<file path="src/hdl/point_table_with_distance_unit_defines.svh">
// Assertion macros for the point table.
`ifndef POINT_TABLE_WITH_DISTANCE_UNIT_DEFINES_SVH
`define POINT_TABLE_WITH_DISTANCE_UNIT_DEFINES_SVH
`ifndef SYNTHESIS
`define PTD_ASSERT(label, clk, rst_n, prop, msg) \
  label: assert property (@(posedge clk) disable iff (!rst_n) prop) else $error(msg);
`define PTD_ASSERT_ALWAYS(label, clk, prop, msg) \
  label: assert property (@(posedge clk) prop) else $error(msg);
`else
`define PTD_ASSERT(label, clk, rst_n, prop, msg)
`define PTD_ASSERT_ALWAYS(label, clk, prop, msg)
`endif
`endif

</file>
<file path="src/hdl/ptd_pkg.sv">
package ptd_pkg;
  localparam int unsigned TableDepth = 64;
  localparam int unsigned FracBits = 8;
  localparam int unsigned IdxW = 6;
  localparam int unsigned CntW = 7;
  localparam int unsigned CoordW = 20;
  localparam int unsigned WtW = 16;
  localparam int unsigned AreaW = 12;
  localparam int unsigned DistW = 26;
  localparam int unsigned StatW = 3;
  localparam int unsigned SqW = 50;
  localparam int unsigned RootW = 25;
  localparam int unsigned RootSteps = 25;
  localparam logic [CntW-1:0] CountMax = CntW'(TableDepth);

  typedef enum logic [1:0] {
    FuncAppend = 2'd0,
    FuncWrite  = 2'd1,
    FuncQuery  = 2'd2,
    FuncClear  = 2'd3
  } func_e;

  typedef enum logic [StatW-1:0] {
    StatOk    = 3'd0,
    StatDup   = 3'd1,
    StatArea  = 3'd2,
    StatFull  = 3'd3,
    StatEmpty = 3'd4
  } status_e;

  localparam logic [0:0] RegAreaWidth = 1'b0;
  localparam logic [0:0] RegAreaHeight = 1'b1;

  typedef struct packed {
    logic [1:0]        func;
    logic [IdxW-1:0]   slot;
    logic [CoordW-1:0] coord_x;
    logic [CoordW-1:0] coord_y;
    logic [WtW-1:0]    point_weight;
    logic [IdxW-1:0]   first_point;
    logic [IdxW-1:0]   second_point;
    logic              add_weights;
  } in_word_t;

  typedef struct packed {
    logic [StatW-1:0] status;
    logic [DistW-1:0] distance;
    logic [CntW-1:0]  point_count;
  } out_word_t;

  typedef struct packed {
    logic            start;
    logic [SqW-1:0]  radicand;
  } root_req_t;

  typedef struct packed {
    logic             busy;
    logic             done;
    logic [RootW-1:0] root;
  } root_rsp_t;
endpackage

</file>
<file path="src/hdl/ptd_sqrt.sv">
module ptd_sqrt (
  input  logic                clk_i,
  input  logic                rst_ni,
  input  ptd_pkg::root_req_t  req_i,
  output ptd_pkg::root_rsp_t  rsp_o
);
  import ptd_pkg::*;

  logic [SqW-1:0]         rem_q, rem_d;
  logic [SqW-1:0]         res_q, res_d;
  logic [SqW-1:0]         bit_q, bit_d;
  logic [$clog2(RootSteps+1)-1:0] cnt_q, cnt_d;
  logic                   busy_q, busy_d, done_q, done_d;
  logic [SqW-1:0]         trial;

  assign trial = res_q + bit_q;

  always_comb begin
    rem_d = rem_q;
    res_d = res_q;
    bit_d = bit_q;
    cnt_d = cnt_q;
    busy_d = busy_q;
    done_d = 1'b0;
    if (req_i.start) begin
      rem_d = req_i.radicand;
      res_d = '0;
      bit_d = SqW'(1) << (SqW - 2);
      cnt_d = '0;
      busy_d = 1'b1;
    end else if (busy_q) begin
      if (rem_q >= trial) begin
        rem_d = rem_q - trial;
        res_d = (res_q >> 1) + bit_q;
      end else begin
        res_d = res_q >> 1;
      end
      bit_d = bit_q >> 2;
      cnt_d = cnt_q + 1'b1;
      if (cnt_q == ($clog2(RootSteps+1))'(RootSteps - 1)) begin
        busy_d = 1'b0;
        done_d = 1'b1;
      end
    end
  end

  always_ff @(posedge clk_i or negedge rst_ni) begin
    if (!rst_ni) begin
      busy_q <= 1'b0;
      done_q <= 1'b0;
      cnt_q <= '0;
    end else begin
      busy_q <= busy_d;
      done_q <= done_d;
      cnt_q <= cnt_d;
    end
  end

  always_ff @(posedge clk_i) begin
    rem_q <= rem_d;
    res_q <= res_d;
    bit_q <= bit_d;
  end

  assign rsp_o.busy = busy_q;
  assign rsp_o.done = done_q;
  assign rsp_o.root = res_q[RootW-1:0];
endmodule
</file>
<file path="config.mk">
export PLATFORM = sky130hd
export DESIGN_NAME = ptd_sqrt
export DESIGN_NICKNAME = d
export VERILOG_FILES = /design/src/hdl/point_table_with_distance_unit_defines.svh /design/src/hdl/ptd_pkg.sv /design/src/hdl/ptd_sqrt.sv
export SDC_FILE = /design/constraint.sdc
export NUM_CORES = 1
export LEC_CHECK = 0
export BUFFER_PORTS_ARGS = -buffer_cell sky130_fd_sc_hd__buf_2
export CORE_ASPECT_RATIO = 0.9
export CORE_UTILIZATION = 65
export DETAILED_ROUTE_END_ITERATION = 12
export HOLD_SLACK_MARGIN = 0.1
export PLACE_DENSITY = 0.85
export SYNTH_ARGS = -nofsm -noshare
export SYNTH_HDL_FRONTEND = slang
export SYNTH_SLANG_ARGS = --single-unit
</file>
<file path="constraint.sdc">
create_clock -name clk_i -period 24.5 [get_ports clk_i]
set_input_delay 2.45 -clock clk_i [delete_from_list [all_inputs] [get_ports clk_i]]
set_output_delay 2.45 -clock clk_i [all_outputs]
set_load 0.005 [all_outputs]
</file>
======== After elaboration in Yosys (flattened, before gate mapping) ========
Index checks and enable logic that the tools add are counted.
operators by class
  add/sub/neg operators ................... 4
  order comparisons ....................... 1
  equality and inequality tests ........... 1
  multiplexer cells ....................... 12
  reduce and logical (&&, ||, !) cells .... 3
operators by type and width
  cell                                         count
  2-to-1 mux 50 bit                            4
  adder 49 x 49 -> 50 bit                      1
  adder 50 x 49 -> 50 bit                      1
  >= comparator 50 bit                         1
  subtractor 50 bit                            1
  2-to-1 mux 5 bit                             2
  2-to-1 mux 1 bit                             6
  adder 5 x 1 -> 5 bit, second input constant  1
  equality test 5 bit, second input constant   1
  nonzero test 2 bit                           2
  AND reduction 2 bit                          1
word-level totals
  bits in registers ....................... 132
  input bits .............................. 53
  output and inout port bits .............. 27

======== Logic depth before layout (Yosys ltp) ========
  depth in word-level cells ............... 5
  gate-level depth with buffers ........... 25
  depth with buffers taken out ............ 22

======== Least setup slack after synthesis ========
No wires, ideal clock.
  kind .................................... register to register
  start ................................... register res_q[2]
  end ..................................... register rem_q[0] (enable)
  setup time .............................. 527 ps
  data arrival time ....................... 8275 ps
  data required time ...................... 23973 ps
  path slack .............................. 15698 ps
  cell stages (with the launch flop) ...... 22
  buffers on the path ..................... 3
  period minus slack after synthesis ...... 8802 ps
  path through ............................ dfxtp_1 > ha_1 > a31oi_1 > a211o_1 > o21a_1 > o21ai_1 > a211oi_1 > o21ai_0 > o41ai_1 > o21ai_0 > xnor2_1 > ha_1 > clkbuf_1 > and3_1 > nand2_1 > nor2_1 > nand2_1 > o31ai_4 > nor3_4 > buf_2 > buf_2 > o21ai_0
on the way
  word-level cells in the longest chain between the ends .. 4
ends and longest elaborated chain
  what                           RTL line        RTL
  start: declaration             ptd_sqrt.sv:10  logic [SqW-1:0] res_q, res_d;
  start signal: assignment       ptd_sqrt.sv:61  res_q <= res_d;
  adder 50 x 49 -> 50 bit        ptd_sqrt.sv:16  assign trial = res_q + bit_q;
  >= comparator 50 bit           ptd_sqrt.sv:32  if (rem_q >= trial) begin
  nonzero test 2 bit (no line)   n/a
  AND reduction 2 bit (no line)  n/a
  end signal: assignment         ptd_sqrt.sv:60  rem_q <= rem_d;
  end: declaration               ptd_sqrt.sv:9   logic [SqW-1:0] rem_q, rem_d;
Every way passes these cells.
A chain may end at the register's enable or synchronous reset.

======== Worst setup path in the final report ========
Ends and elaborated chain as after synthesis.

==> flow_summary.toml <==
[sta]
post-route-period-util_pct = 29.14
finalSetupViolCount = 0
max_slew_margin_pct = 43.12
setup_tns_ps = 0
max_freq_mhz = 140.1
worst_pin_slew_ps = 853.2
fin_crit_ps = 7139
fin_skew_ps = 16.30
slew_viol_final = 0
rsz0062_at_grt = "false"
finalHoldViolations = 0

[run]
drv_cap = 0

[floorplanning]
io_pins = 80
die_y_um = 130.1
core_area_um2 = 17730
die_x_um = 144.3
start_util_pct = 66.81
row_count = 46
dieArea_um2 = 18760

[cts]
cts.sink_count = 132
htree_levels = 4
clock_latency_ps = 440
cts_tree = "yes"
numCtsBuffers = 17
path_clk_slew_ps = 60
clock_path_buffers = 2
clockRootBuffer = "clkbuf_16"
cts_setup_buffers = 0
cts_hold_buf = 0
cts_resized = 0

[cells_and_area]
fillers = 1407
seq_area_um2 = 3182
areaGrowthSynthToFinish_pct = 7.427
design_area_um2 = 12720
drive_gt1_share_pct = 9.792
final_nets = 1636
antennaDiodeCount = 0
final_util_pct = 71.77
multi_input_area_um2 = 8087

[detailed_routing]
antenna_left = 0
viasPerCell = 6.568
drt_iter0_markers = 884
drcViolationCount = 0
vias = 11370
routedWlPerCell_um = 18.11
first_pass_iters = 5
routed_wl_um = 31350

[yosys]
synth_top_flop_cell = "dfxtp_1"
ys_seq_area_share_pct = 26.84
synth_cells = 1477
async_flop_share_pct = 5.303
ys_types = 75
post_synth_instance_area_um2 = 11840
synth_fp_nets = 1635
synth_edf_count = 50
ys_warn_count = 0
syn_area_per_cell_um2 = 8.018
ys_seq_elements = 132

[critical_path]
max_stage_delay_ps = 730
rr_endpoint = "rem_q[0]"
r2r_cells = 19
crit-reg2reg-launch = "res_q[2]"
cp_data_required_time_ps = 24570
crit_chain = "ha_1, a31oi_1, a211o_1, o21a_1, o21ai_1, a211oi_1, o21ai_0, o41ai_1, o31ai_1, xnor2_1, ha_1, nand2_1, or4_1, or3_4, o31ai_4, nor3_4, buf_4, o21ai_4, buf_4"
start_kind = "flip-flop"
critPathTopFamily = "compound AO/OA/AOI/OAI gates"
end_kind = "flip-flop"
crit_path_max_fanout = 79
cpMaxStageDelayCell = "o41ai_1"
ff2ff_setup_slack_ps = 17360
path_buf_inv = 2
path_class = "reg2reg"
arrival_ps = 7210

[min_path]
hold_end = "res_q[0]"
hold_start = "res_q[0]"
min_path_cells = 2
hold_class = "reg2reg"

[power_and_ir_drop]
power.density_nw_per_um2 = 104.4
p_clk_share_pct = 20.7
sequentialPowerShare_pct = 26.1
p_sw_share_pct = 42.77
ir_worst_vdd_v = 0.00006511
p_leak_uw = 0.005207
p_comb_share_pct = 53.2
p_switching_uw = 568.3
intPower_uw = 760.4

[global_route]
grt_pass1_wl_um = 50170
grt_antenna_before_repair = 0
grt_max_degree = 100
gr-total-overflow = 0
grt_usage_pct = 33.80
grt_pass1_vias = 10530

[outcome]
status = "completed"

[placement]
place.gp.congestion = 0.9854
post-dp-hpwl_um = 22430
numPortBuffers = 79
place_area_um2 = 12090
-- through the flow --
step	total power, uW	worst slack [ps]	instances	hold slack (ps)
final	1329	17360	1731	510.3
after floorplan	898.4	15700	1477	479.5
after detailed placement	1034	17620	1699	505.6
after CTS	1316	17480	1731	518.1
after global routing	1412	16910	1731	542.3
after global placement	1020	17780	1699	492.9
-- power by group through the flow --
| stage | registers, uW | logic, uW | clock network (uW) |
|---|---|---|---|
| 5_1_grt | 351 | 777 | 284 |
| 2_1_floorplan | 335 | 564 | 0 |
| 6_report | 347 | 707 | 275 |
| 3_3_place_gp | 348 | 673 | 0 |
| 3_5_place_dp | 347 | 686 | 0 |
| 4_1_cts | 345 | 694 | 276 |
-- cell usage in the layout, fill, tap and decap left out, types with 12 or more instances in the layout --
cell type,count
a211oi_1,17
a21o_1,41
a21oi_1,78
a311oi_1,18
a31o_2,12
a31oi_1,55
and3_1,13
buf_2,78
clkbuf_16,18
dfxtp_1,75
edfxtp_1,50
ha_1,104
inv_1,20
mux2i_1,38
nand2_1,151
nand3_1,45
nand4_1,32
nor2_1,148
nor2b_1,14
nor3_1,25
o21a_1,16
o21ai_0,115
o21bai_1,23
o31a_1,12
o31ai_1,12
or3_1,29
xnor2_1,39
xor2_1,63
-- registers in the layout (all words and copies together) (netlist names) --
register	flops
rem_q	50
res_q	50
bit_q	25
cnt_q	5
busy_q	1
done_q	1
-- worst register-to-register path, stage by stage, from the launching register on --
cell,delay (ps)
dfxtp_1,450
ha_1,320
a31oi_1,350
a211o_1,280
o21a_1,200
o21ai_1,140
a211oi_1,600
o21ai_0,380
o41ai_1,730
o31ai_1,180
xnor2_1,170
ha_1,330
nand2_1,80
or4_1,490
or3_4,400
o31ai_4,390
nor3_4,80
buf_4,360
o21ai_4,220
buf_4,560
-- cell families after synthesis --
logic type | synth area share, %
buf+inv | 4.976
xor+xnor | 7.544
fa+ha+maj | 11.16
mux | 3.307
simple gates | 20.10
compound gates | 26.09
flops | 26.84
-- cells in the mapped netlist (13+ instances only) --
library cell	n	area share (%)
a31oi_1	55	2.9
buf_4	27	1.7
a211oi_1	17	1.1
o21a_1	16	1.0
inv_1	20	0.63
o21ai_0	116	4.9
edfxtp_1	50	13
nor2b_1	14	0.74
a21oi_1	78	3.3
a311oi_1	18	1.3
dfxtp_1	75	13
nor3_1	25	1.1
xor2_1	63	4.7
and3_1	13	0.69
mux2i_1	38	3.2
clkbuf_1	63	2.0
a21o_1	41	2.6
nand3_1	45	1.9
xnor2_1	39	2.9
nand4_1	32	1.7
nor2_1	148	4.7
nand2_1	151	4.8
or3_1	29	1.5
ha_1	104	11
o21bai_1	23	1.5
-- layer usage --
layer / share of wire (%) / GRT usage (%) / vias to the layer above
met5: 0 / 0 / -
met2: 46 / 56.79 / 512
met3: 7.4 / 6.936 / 99
met4: 3.7 / 18.14 / 0
li1: - / - / 5504
met1: 42 / 40.68 / 5254
-- final cells by class --
| cell class | count | area share, % |
|---|---|---|
| Sequential cell | 132 | 25.01 |
| Timing Repair Buffer | 86 | 3.541 |
| Multi-Input combinational cell | 1221 | 63.56 |
| Clock buffer | 21 | 3.786 |
| Clock inverter | 11 | 1.151 |
| Inverter | 20 | 0.5901 |
| Tap cell | 240 | 2.360 |
-- worst max-delay path by stage --
stage                      to  slack (ps)  startpoint  depth (start not counted)
CTS                 rem_q[35]       17480    res_q[2]                         19
finish               rem_q[0]       17360    res_q[2]                         19
global placement    rem_q[23]       17780    res_q[2]                         19
detailed placement  rem_q[25]       17620    res_q[2]                         19
floorplan            rem_q[0]       15700    res_q[2]                         21
global route        rem_q[29]       16910    res_q[2]                         20
(Power assumes the default switching activity.)
